--- src/design/fap_pkg.sv ---
// Package: constants, octant table and rounding multiply helper for the atan2 pipeline.
package fap_pkg;

    localparam int unsigned DivSteps = 16;
    localparam int unsigned NStage   = 6;

    localparam logic [15:0] OneQ15     = 16'h8000;
    localparam logic [15:0] OneQ14     = 16'h4000;
    localparam logic [15:0] C0625Q18   = 16'd16384;
    localparam logic [15:0] C270519Q17 = 16'd35457;
    localparam logic [15:0] C299045Q16 = 16'd19598;
    localparam logic [15:0] C271553Q15 = 16'd8898;

    typedef struct packed {
        logic [2:0] oct;
        logic       neg;
    } t_oct_info;

    function automatic logic [7:0] octant_base(input logic [2:0] oct);
        case (oct)
            3'd0: octant_base = 8'h00;
            3'd1: octant_base = 8'h40;
            3'd2: octant_base = 8'h00;
            3'd3: octant_base = 8'hc0;
            3'd4: octant_base = 8'h80;
            3'd5: octant_base = 8'h40;
            3'd6: octant_base = 8'h80;
            default: octant_base = 8'hc0;
        endcase
    endfunction

    function automatic logic [15:0] round_mul16(input logic [15:0] a, input logic [15:0] b);
        logic [31:0] p;
        p = 32'(a) * 32'(b) + 32'h8000;
        round_mul16 = p[31:16];
    endfunction

endpackage

--- src/design/fap_fold.sv ---
// Fold stage: saturate, take absolute values, swap into the first octant.
module fap_fold (
    input  logic                 i_clk,
    input  logic                 i_rst_n,
    input  logic                 i_en,
    input  logic                 i_valid,
    input  logic [15:0]          i_y,
    input  logic [15:0]          i_x,
    output logic                 o_valid,
    output logic [15:0]          o_num,
    output logic [15:0]          o_den,
    output fap_pkg::t_oct_info   o_info
);
    import fap_pkg::*;

    logic [15:0] n_ay, n_ax;
    logic [2:0]  n_oct;
    logic [15:0] r_num, r_den;
    t_oct_info   r_info;
    logic        r_valid;

    always_comb begin
        logic [15:0] y, x;
        y = (i_y == 16'h8000) ? 16'h8001 : i_y;
        x = (i_x == 16'h8000) ? 16'h8001 : i_x;
        n_oct = 3'd0;
        n_ax = x;
        n_ay = y;
        if (x[15]) begin
            n_ax = 16'd0 - x;
            n_oct[2] = 1'b1;
        end
        if (y[15]) begin
            n_ay = 16'd0 - y;
            n_oct[1] = 1'b1;
        end
        if (n_ay > n_ax) begin
            {n_ax, n_ay} = {n_ay, n_ax};
            n_oct[0] = 1'b1;
        end
    end

    always_ff @(posedge i_clk) begin
        if (!i_rst_n) begin
            r_valid <= 1'b0;
        end else if (i_en) begin
            r_valid <= i_valid;
        end
        if (i_en) begin
            r_num       <= n_ay;
            r_den       <= n_ax;
            r_info.oct  <= n_oct;
            r_info.neg  <= ^n_oct;
        end
    end

    assign o_valid = r_valid;
    assign o_num   = r_num;
    assign o_den   = r_den;
    assign o_info  = r_info;
endmodule

--- src/design/fap_div.sv ---
// Pipelined restoring divider: one quotient bit per stage, (num<<15)/den.
module fap_div (
    input  logic                 i_clk,
    input  logic                 i_rst_n,
    input  logic                 i_en,
    input  logic                 i_valid,
    input  logic [15:0]          i_num,
    input  logic [15:0]          i_den,
    input  fap_pkg::t_oct_info   i_info,
    output logic                 o_valid,
    output logic [15:0]          o_ratio,
    output fap_pkg::t_oct_info   o_info
);
    import fap_pkg::*;

    // num <= den so quotient of (num<<15)/den fits 16 bits; remainder < den.
    logic [DivSteps:1]      r_valid;
    logic [16:0]            r_rem  [1:DivSteps];
    logic [15:0]            r_quo  [1:DivSteps];
    logic [15:0]            r_den  [1:DivSteps];
    t_oct_info              r_info [1:DivSteps];

    for (genvar s = 0; s < DivSteps; s++) begin : g_step
        logic        c_valid;
        logic [16:0] c_rem;
        logic [15:0] c_quo;
        logic [15:0] c_den;
        t_oct_info   c_info;
        logic [16:0] n_rem;
        logic        n_bit;
        if (s == 0) begin : g_head
            assign c_valid = i_valid;
            assign c_rem   = 17'(i_num);
            assign c_quo   = 16'd0;
            assign c_den   = i_den;
            assign c_info  = i_info;
        end else begin : g_body
            assign c_valid = r_valid[s];
            assign c_rem   = r_rem[s];
            assign c_quo   = r_quo[s];
            assign c_den   = r_den[s];
            assign c_info  = r_info[s];
        end
        // Step s decides quotient bit (15-s).
        assign n_bit = (c_den != 16'd0) && (c_rem >= 17'(c_den));
        assign n_rem = n_bit ? c_rem - 17'(c_den) : c_rem;
        always_ff @(posedge i_clk) begin
            if (!i_rst_n) begin
                r_valid[s+1] <= 1'b0;
            end else if (i_en) begin
                r_valid[s+1] <= c_valid;
            end
            if (i_en) begin
                r_rem[s+1]  <= {n_rem[15:0], 1'b0};
                r_quo[s+1]  <= {c_quo[14:0], n_bit};
                r_den[s+1]  <= c_den;
                r_info[s+1] <= c_info;
            end
        end
    end

    assign o_valid = r_valid[DivSteps];
    assign o_ratio = r_quo[DivSteps];
    assign o_info  = r_info[DivSteps];
endmodule

--- src/design/fap_poly.sv ---
// Polynomial stages: Horner chain of rounding multiplies, sign and base angle.
module fap_poly (
    input  logic                 i_clk,
    input  logic                 i_rst_n,
    input  logic                 i_en,
    input  logic                 i_valid,
    input  logic [15:0]          i_ratio,
    input  fap_pkg::t_oct_info   i_info,
    output logic                 o_valid,
    output logic [15:0]          o_angle
);
    import fap_pkg::*;

    logic [NStage-1:0] r_valid;
    logic [15:0]       r_r    [NStage];
    logic [15:0]       r_s    [NStage];
    t_oct_info         r_info [NStage];
    logic [15:0]       n_s    [NStage];

    always_comb begin
        logic [15:0] hb;
        hb = {8'd0, i_ratio[15:8]} * {8'd0, C0625Q18[15:8]};
        n_s[0] = C270519Q17 - hb;
        n_s[1] = C299045Q16 - round_mul16(r_r[0], r_s[0]);
        n_s[2] = C271553Q15 + round_mul16(r_r[1], r_s[1]);
        n_s[3] = OneQ14 + round_mul16(OneQ15 - r_r[2], r_s[2]);
        n_s[4] = round_mul16(r_r[3], r_s[3]);
        n_s[5] = (r_info[4].neg ? 16'd0 - r_s[4] : r_s[4])
                 + {octant_base(r_info[4].oct), 8'h00};
    end

    always_ff @(posedge i_clk) begin
        if (!i_rst_n) begin
            r_valid <= '0;
        end else if (i_en) begin
            r_valid <= {r_valid[NStage-2:0], i_valid};
        end
        if (i_en) begin
            r_r[0]    <= i_ratio;
            r_s[0]    <= n_s[0];
            r_info[0] <= i_info;
            for (int k = 1; k < NStage; k++) begin
                r_r[k]    <= r_r[k-1];
                r_s[k]    <= n_s[k];
                r_info[k] <= r_info[k-1];
            end
        end
    end

    assign o_valid = r_valid[NStage-1];
    assign o_angle = r_s[NStage-1];
endmodule

--- src/design/fixed_atan2_octant_polynomial_top.sv ---
// Top level: streaming atan2 pipeline with global stall enable.
// One beat enters per cycle unless stalled. Stages: 1 fold, 16 divider
// stages at one quotient bit each, 6 polynomial. The whole pipeline
// advances whenever the output register is empty or being taken, so a stall
// on the master side holds every stage in place.
module fixed_atan2_octant_polynomial_top (
    input  logic        i_clk,
    input  logic        i_rst_n,
    input  logic        s_axis_tvalid,
    output logic        s_axis_tready,
    input  logic [31:0] s_axis_tdata,   // [15:0] y_value, [31:16] x_value
    output logic        m_axis_tvalid,
    input  logic        m_axis_tready,
    output logic [15:0] m_axis_tdata    // [15:0] angle
);
    import fap_pkg::*;

    logic       en;
    logic       f_valid, d_valid;
    logic [15:0] f_num, f_den, d_ratio;
    t_oct_info  f_info, d_info;

    assign en            = !m_axis_tvalid || m_axis_tready;
    assign s_axis_tready = en;

    fap_fold u_fold (
        .i_clk(i_clk), .i_rst_n(i_rst_n), .i_en(en),
        .i_valid(s_axis_tvalid),
        .i_y(s_axis_tdata[15:0]), .i_x(s_axis_tdata[31:16]),
        .o_valid(f_valid), .o_num(f_num), .o_den(f_den), .o_info(f_info)
    );

    fap_div u_div (
        .i_clk(i_clk), .i_rst_n(i_rst_n), .i_en(en),
        .i_valid(f_valid), .i_num(f_num), .i_den(f_den), .i_info(f_info),
        .o_valid(d_valid), .o_ratio(d_ratio), .o_info(d_info)
    );

    fap_poly u_poly (
        .i_clk(i_clk), .i_rst_n(i_rst_n), .i_en(en),
        .i_valid(d_valid), .i_ratio(d_ratio), .i_info(d_info),
        .o_valid(m_axis_tvalid), .o_angle(m_axis_tdata)
    );

    a_hold: assert property (@(posedge i_clk) disable iff (!i_rst_n)
        m_axis_tvalid && !m_axis_tready |=> m_axis_tvalid && $stable(m_axis_tdata))
        else $error("output beat changed under stall");
    a_ready: assert property (@(posedge i_clk) disable iff (!i_rst_n)
        !m_axis_tvalid |-> s_axis_tready)
        else $error("input stalled with empty output");
    a_ratio: assert property (@(posedge i_clk) disable iff (!i_rst_n)
        d_valid |-> d_ratio <= 16'h8000)
        else $error("ratio out of range");
endmodule

--- config.mk ---
export PLATFORM = sky130hd
export DESIGN_NAME = fixed_atan2_octant_polynomial_top
export DESIGN_NICKNAME = d
export VERILOG_FILES = /design/src/design/fap_pkg.sv /design/src/design/fap_fold.sv /design/src/design/fap_div.sv /design/src/design/fap_poly.sv /design/src/design/fixed_atan2_octant_polynomial_top.sv
export SDC_FILE = /design/constraint.sdc
export NUM_CORES = 2
export LEC_CHECK = 0
export ABC_CLOCK_PERIOD_IN_PS = 104000
export BUFFER_PORTS_ARGS = -buffer_cell sky130_fd_sc_hd__buf_2
export CORE_ASPECT_RATIO = 1.1
export CORE_MARGIN = 2
export CORE_UTILIZATION = 53
export DETAILED_ROUTE_END_ITERATION = 7
export HOLD_SLACK_MARGIN = 0.15
export PLACE_DENSITY = 0.78
export SETUP_SLACK_MARGIN = 0.4
export SYNTH_ARGS = -nofsm -noshare
export SYNTH_HDL_FRONTEND = slang
export SYNTH_HIERARCHICAL = 1
export SYNTH_SLANG_ARGS = --single-unit
--- constraint.sdc ---
create_clock -name i_clk -period 104 [get_ports i_clk]
set_input_delay 20.8 -clock i_clk [delete_from_list [all_inputs] [get_ports i_clk]]
set_output_delay 20.8 -clock i_clk [all_outputs]
set_load 0.02 [all_outputs]
==> out/summary.log <==
[outcome] status finished clean
[setup_path] worst path cell trace buf_2, nand2b_4, buf_2
[clock_network] clock tree from TritonCTS built
[yosys] synthesized instance count 7184
[setup_path] kind of end point of the critical path primary output
[hold_path] hold crit path type flop to flop
[yosys] Synthesis Warnings 6
[detailed_routing] DRT met1 WL 65.5 mm
[yosys] library cells used by synthesis 121
[clock_network] hold buffers post-CTS 0
[clock_network] register clock-pin slew on the reported worst setup and hold paths 0.07 ns
[clock_network] buffer levels on the longest clock path 3
[layout] Nets 8625
[detailed_routing] total via count after detailed routing 52400
[layout] layout cell share with drive strength beyond 1 0.0677
[setup_path] maximum fanout encountered on the critical timing path 38
[job] Max-Cap Viols 0
[detailed_routing] number of nets with antenna violations after detailed routing 0
[setup_path] startpoint class of the critical path primary input
[floorplan] height of the die 405 um
[sta] period utilisation layout 0.408
[floorplan] overall die width 368 um
[yosys] synth top area cells sky130_fd_sc_hd__edfxtp_1 (34%), sky130_fd_sc_hd__fa_1 (18%), sky130_fd_sc_hd__ha_1 (12%)
[detailed_routing] number of detailed-route iterations in the first pass 6
[detailed_routing] remaining routing DRC violations 0
[detailed_routing] met3 layer wire length in the routed design 8.85 mm
[detailed_routing] count of routing violations after the opening detailed-route iteration 3491
[yosys] area of the mapped netlist 77400 um2
[setup_path] critical path data arrival time 21.67 ns
[sta] sum of negative setup slack 0 ns
[detailed_routing] final WL 167 mm
[sta] final number of max-transition violations 0
[sta] crit path time final 42.47 ns
[clock_network] Num CTS Buffers 96
[sta] final count of negative-setup-slack endpoints 0
[sta] Max transition margin 0.156
[setup_path] CP peak stage delay 0.49 ns
[clock_network] H-Tree Depth 3
[clock_network] Skew-Pair Late Insertion Delay 0.72 ns
[sta] clock skew 0.0475 ns
[yosys] Post-synth top flop sky130_fd_sc_hd__edfxtp_1
[clock_network] count of instances resized after the clock tree is built 0
[place] half-perimeter wire length of the detailed placement result 126 mm
[clock_network] CTS root buf sky130_fd_sc_hd__clkbuf_16
[place] routability cong. 0.914
[yosys] cell type with the largest total area after synthesis sky130_fd_sc_hd__edfxtp_1
[layout] # diodes 0
[yosys] average cell area after synthesis 10.8 um2
[layout] Layout Area Growth over Synthesis 7.21%
[sta] unrepaired setup endpoints after global routing false
[yosys] sequential cell area fraction in the yosys report 0.351
[sta] Tightest Pin Transition 1.26 ns
[setup_path] slowest library cell on the worst path sky130_fd_sc_hd__nand2b_4
[floorplan] Starting Density 0.532
[setup_path] CP bufs+invs 2
[place] Port-buffer cells 53
[setup_path] critical path class primary input to primary output
[floorplan] Total Die Area 149000 um2
[detailed_routing] via density per instance 5.71
[detailed_routing] highest metal used met4
[floorplan] number of placement rows 147
[setup_path] CP top delay family simple AND/OR/NAND/NOR gates
[detailed_routing] average detailed-routed wire length per instance 18.2 um
[clock_network] number of setup buffers added after CTS 0
[setup_path] cell type with the highest occurrence count on the critical path sky130_fd_sc_hd__buf_2
[setup_path] data required time of the worst path 83.20 ns
[global_routing] gr usage total 0.226
[yosys] number of synthesized register bits 912
[yosys] number of enable-type register cells in the synthesized netlist 889
[global_routing] pin count of the biggest net entering global routing 208
[sta] final count of hold timing violations 0
[global_routing] via count of the first global-routing pass 54400
[floorplan] floorplan core area 145000 um2
[setup_path] Register-to-Register Setup Slack 95.36 ns
[sta] achievable clock frequency 23.5 MHz
[global_routing] global-route wire length before repair 274 mm
[clock_network] TritonCTS sink count 912
[yosys] share of flip-flops with an asynchronous set or reset after synthesis 0
[detailed_routing] met2 wire length 85.6 mm
[floorplan] ports placed on the boundary 54
[global_routing] number of antenna violations at the first check in global routing 0
[global_routing] total gr overflow 0
[yosys] fraction of synthesized cell area taken by the top area cell type 0.345
## synthesized netlist by cell type (42+ instances only)
library cell               number
sky130_fd_sc_hd__a211oi_1      62
sky130_fd_sc_hd__a21o_1       100
sky130_fd_sc_hd__a21oi_1      217
sky130_fd_sc_hd__and2_1       410
sky130_fd_sc_hd__and3_1        42
sky130_fd_sc_hd__clkbuf_1     174
sky130_fd_sc_hd__edfxtp_1     889
sky130_fd_sc_hd__fa_1         712
sky130_fd_sc_hd__ha_1         714
sky130_fd_sc_hd__inv_1       1191
sky130_fd_sc_hd__mux2_2       128
sky130_fd_sc_hd__mux2i_1       76
sky130_fd_sc_hd__nand2_1      739
sky130_fd_sc_hd__nand2b_1      43
sky130_fd_sc_hd__nand3_1       44
sky130_fd_sc_hd__nand4_1       56
sky130_fd_sc_hd__nor2_1       207
sky130_fd_sc_hd__nor2b_1       79
sky130_fd_sc_hd__nor3_1        62
sky130_fd_sc_hd__nor4_1        75
sky130_fd_sc_hd__o21a_1        54
sky130_fd_sc_hd__o21ai_0      202
sky130_fd_sc_hd__o31ai_1       54
sky130_fd_sc_hd__xnor2_1      151
sky130_fd_sc_hd__xor2_1       133
## registers in the layout, summed over array words and instances, names as in the netlist, 16 cells and up
signal	cells
u_fold/o_den	16
u_div/r_den	240
u_div/r_quo	136
u_fold/o_num	16
u_poly/r_s	89
u_poly/r_info	20
u_div/r_info	64
u_poly/r_r	64
u_div/r_rem	240
## worst paths after layout
path | from | endpoint | cells after the start
worst min register to register | u_poly/r_info[3][0] | u_poly/r_info[4][0] | 0
worst max-delay path | m_axis_tready | s_axis_tready | 3
worst min-delay path | u_poly/r_info[3][0] | u_poly/r_info[4][0] | 0
worst max register to register | u_poly/r_r[2][0] | u_poly/r_s[3][15] | 32
## per-stage QoR
stage	cells	area (um2)	worst slack (ns)	utilization	hold WS (ns)
floorplan	7186	77500	41.06	-	0.400
detailed placement	9002	79600	61.51	0.547	0.405
global route	9179	83000	61.46	0.571	0.378
global placement	9002	79600	61.52	0.547	0.401
CTS	9179	83000	61.52	0.571	0.374
finish	9179	83000	61.53	0.571	0.378
## layout make-up
class | count | area (um2)
inverter | 1196 | 4490
fill | 11800 | 62500
clock buffer | 107 | 2490
tap | 1937 | 2420
timing repair buffer | 86 | 526
sequential | 912 | 27200
clock inverter | 70 | 948
multi-input combinational | 4871 | 45000
## cells in the final DEF (no fill, tap or decap), drive strengths merged, types with 107 or more instances in the layout
cell       n
xor2     135
ha       714
edfxtp   889
a21oi    220
o21ai    209
mux2     131
inv     1210
nand2    739
nor2     209
xnor2    151
clkbuf   107
fa       712
and2     417
## cell families after synthesis
family,Yosys count,synth area share
other,2,0.0000970
XOR/XNOR,286,0.0325
buffers and inverters,1403,0.0692
AND/OR/NAND/NOR,1885,0.122
multiplexers,207,0.0290
flip-flops,912,0.351
AO/OA/AOI/OAI,1063,0.0966
adder cells (fa/ha/maj),1426,0.299
## per-layer routing
metal	vias to the layer above	GRT usage
li1	24400	-
met1	26000	0.271
met2	1642	0.406
met3	447	0.0268
met4	0	0.103
met5	-	0
## worst reg2reg max path, delay by kind of cell (launching register included)
kind,cells,cell delay (ns)
adder cells (fa/ha/maj),8,3.60
XOR/XNOR,3,0.43
AO/OA/AOI/OAI,8,1.95
buffers and inverters,6,0.75
flip-flops,1,0.36
AND/OR/NAND/NOR,7,1.29
Power is left out: the tool's default activity adds up to more than one toggle a clock period on the data nets, which glitch-free logic cannot reach.
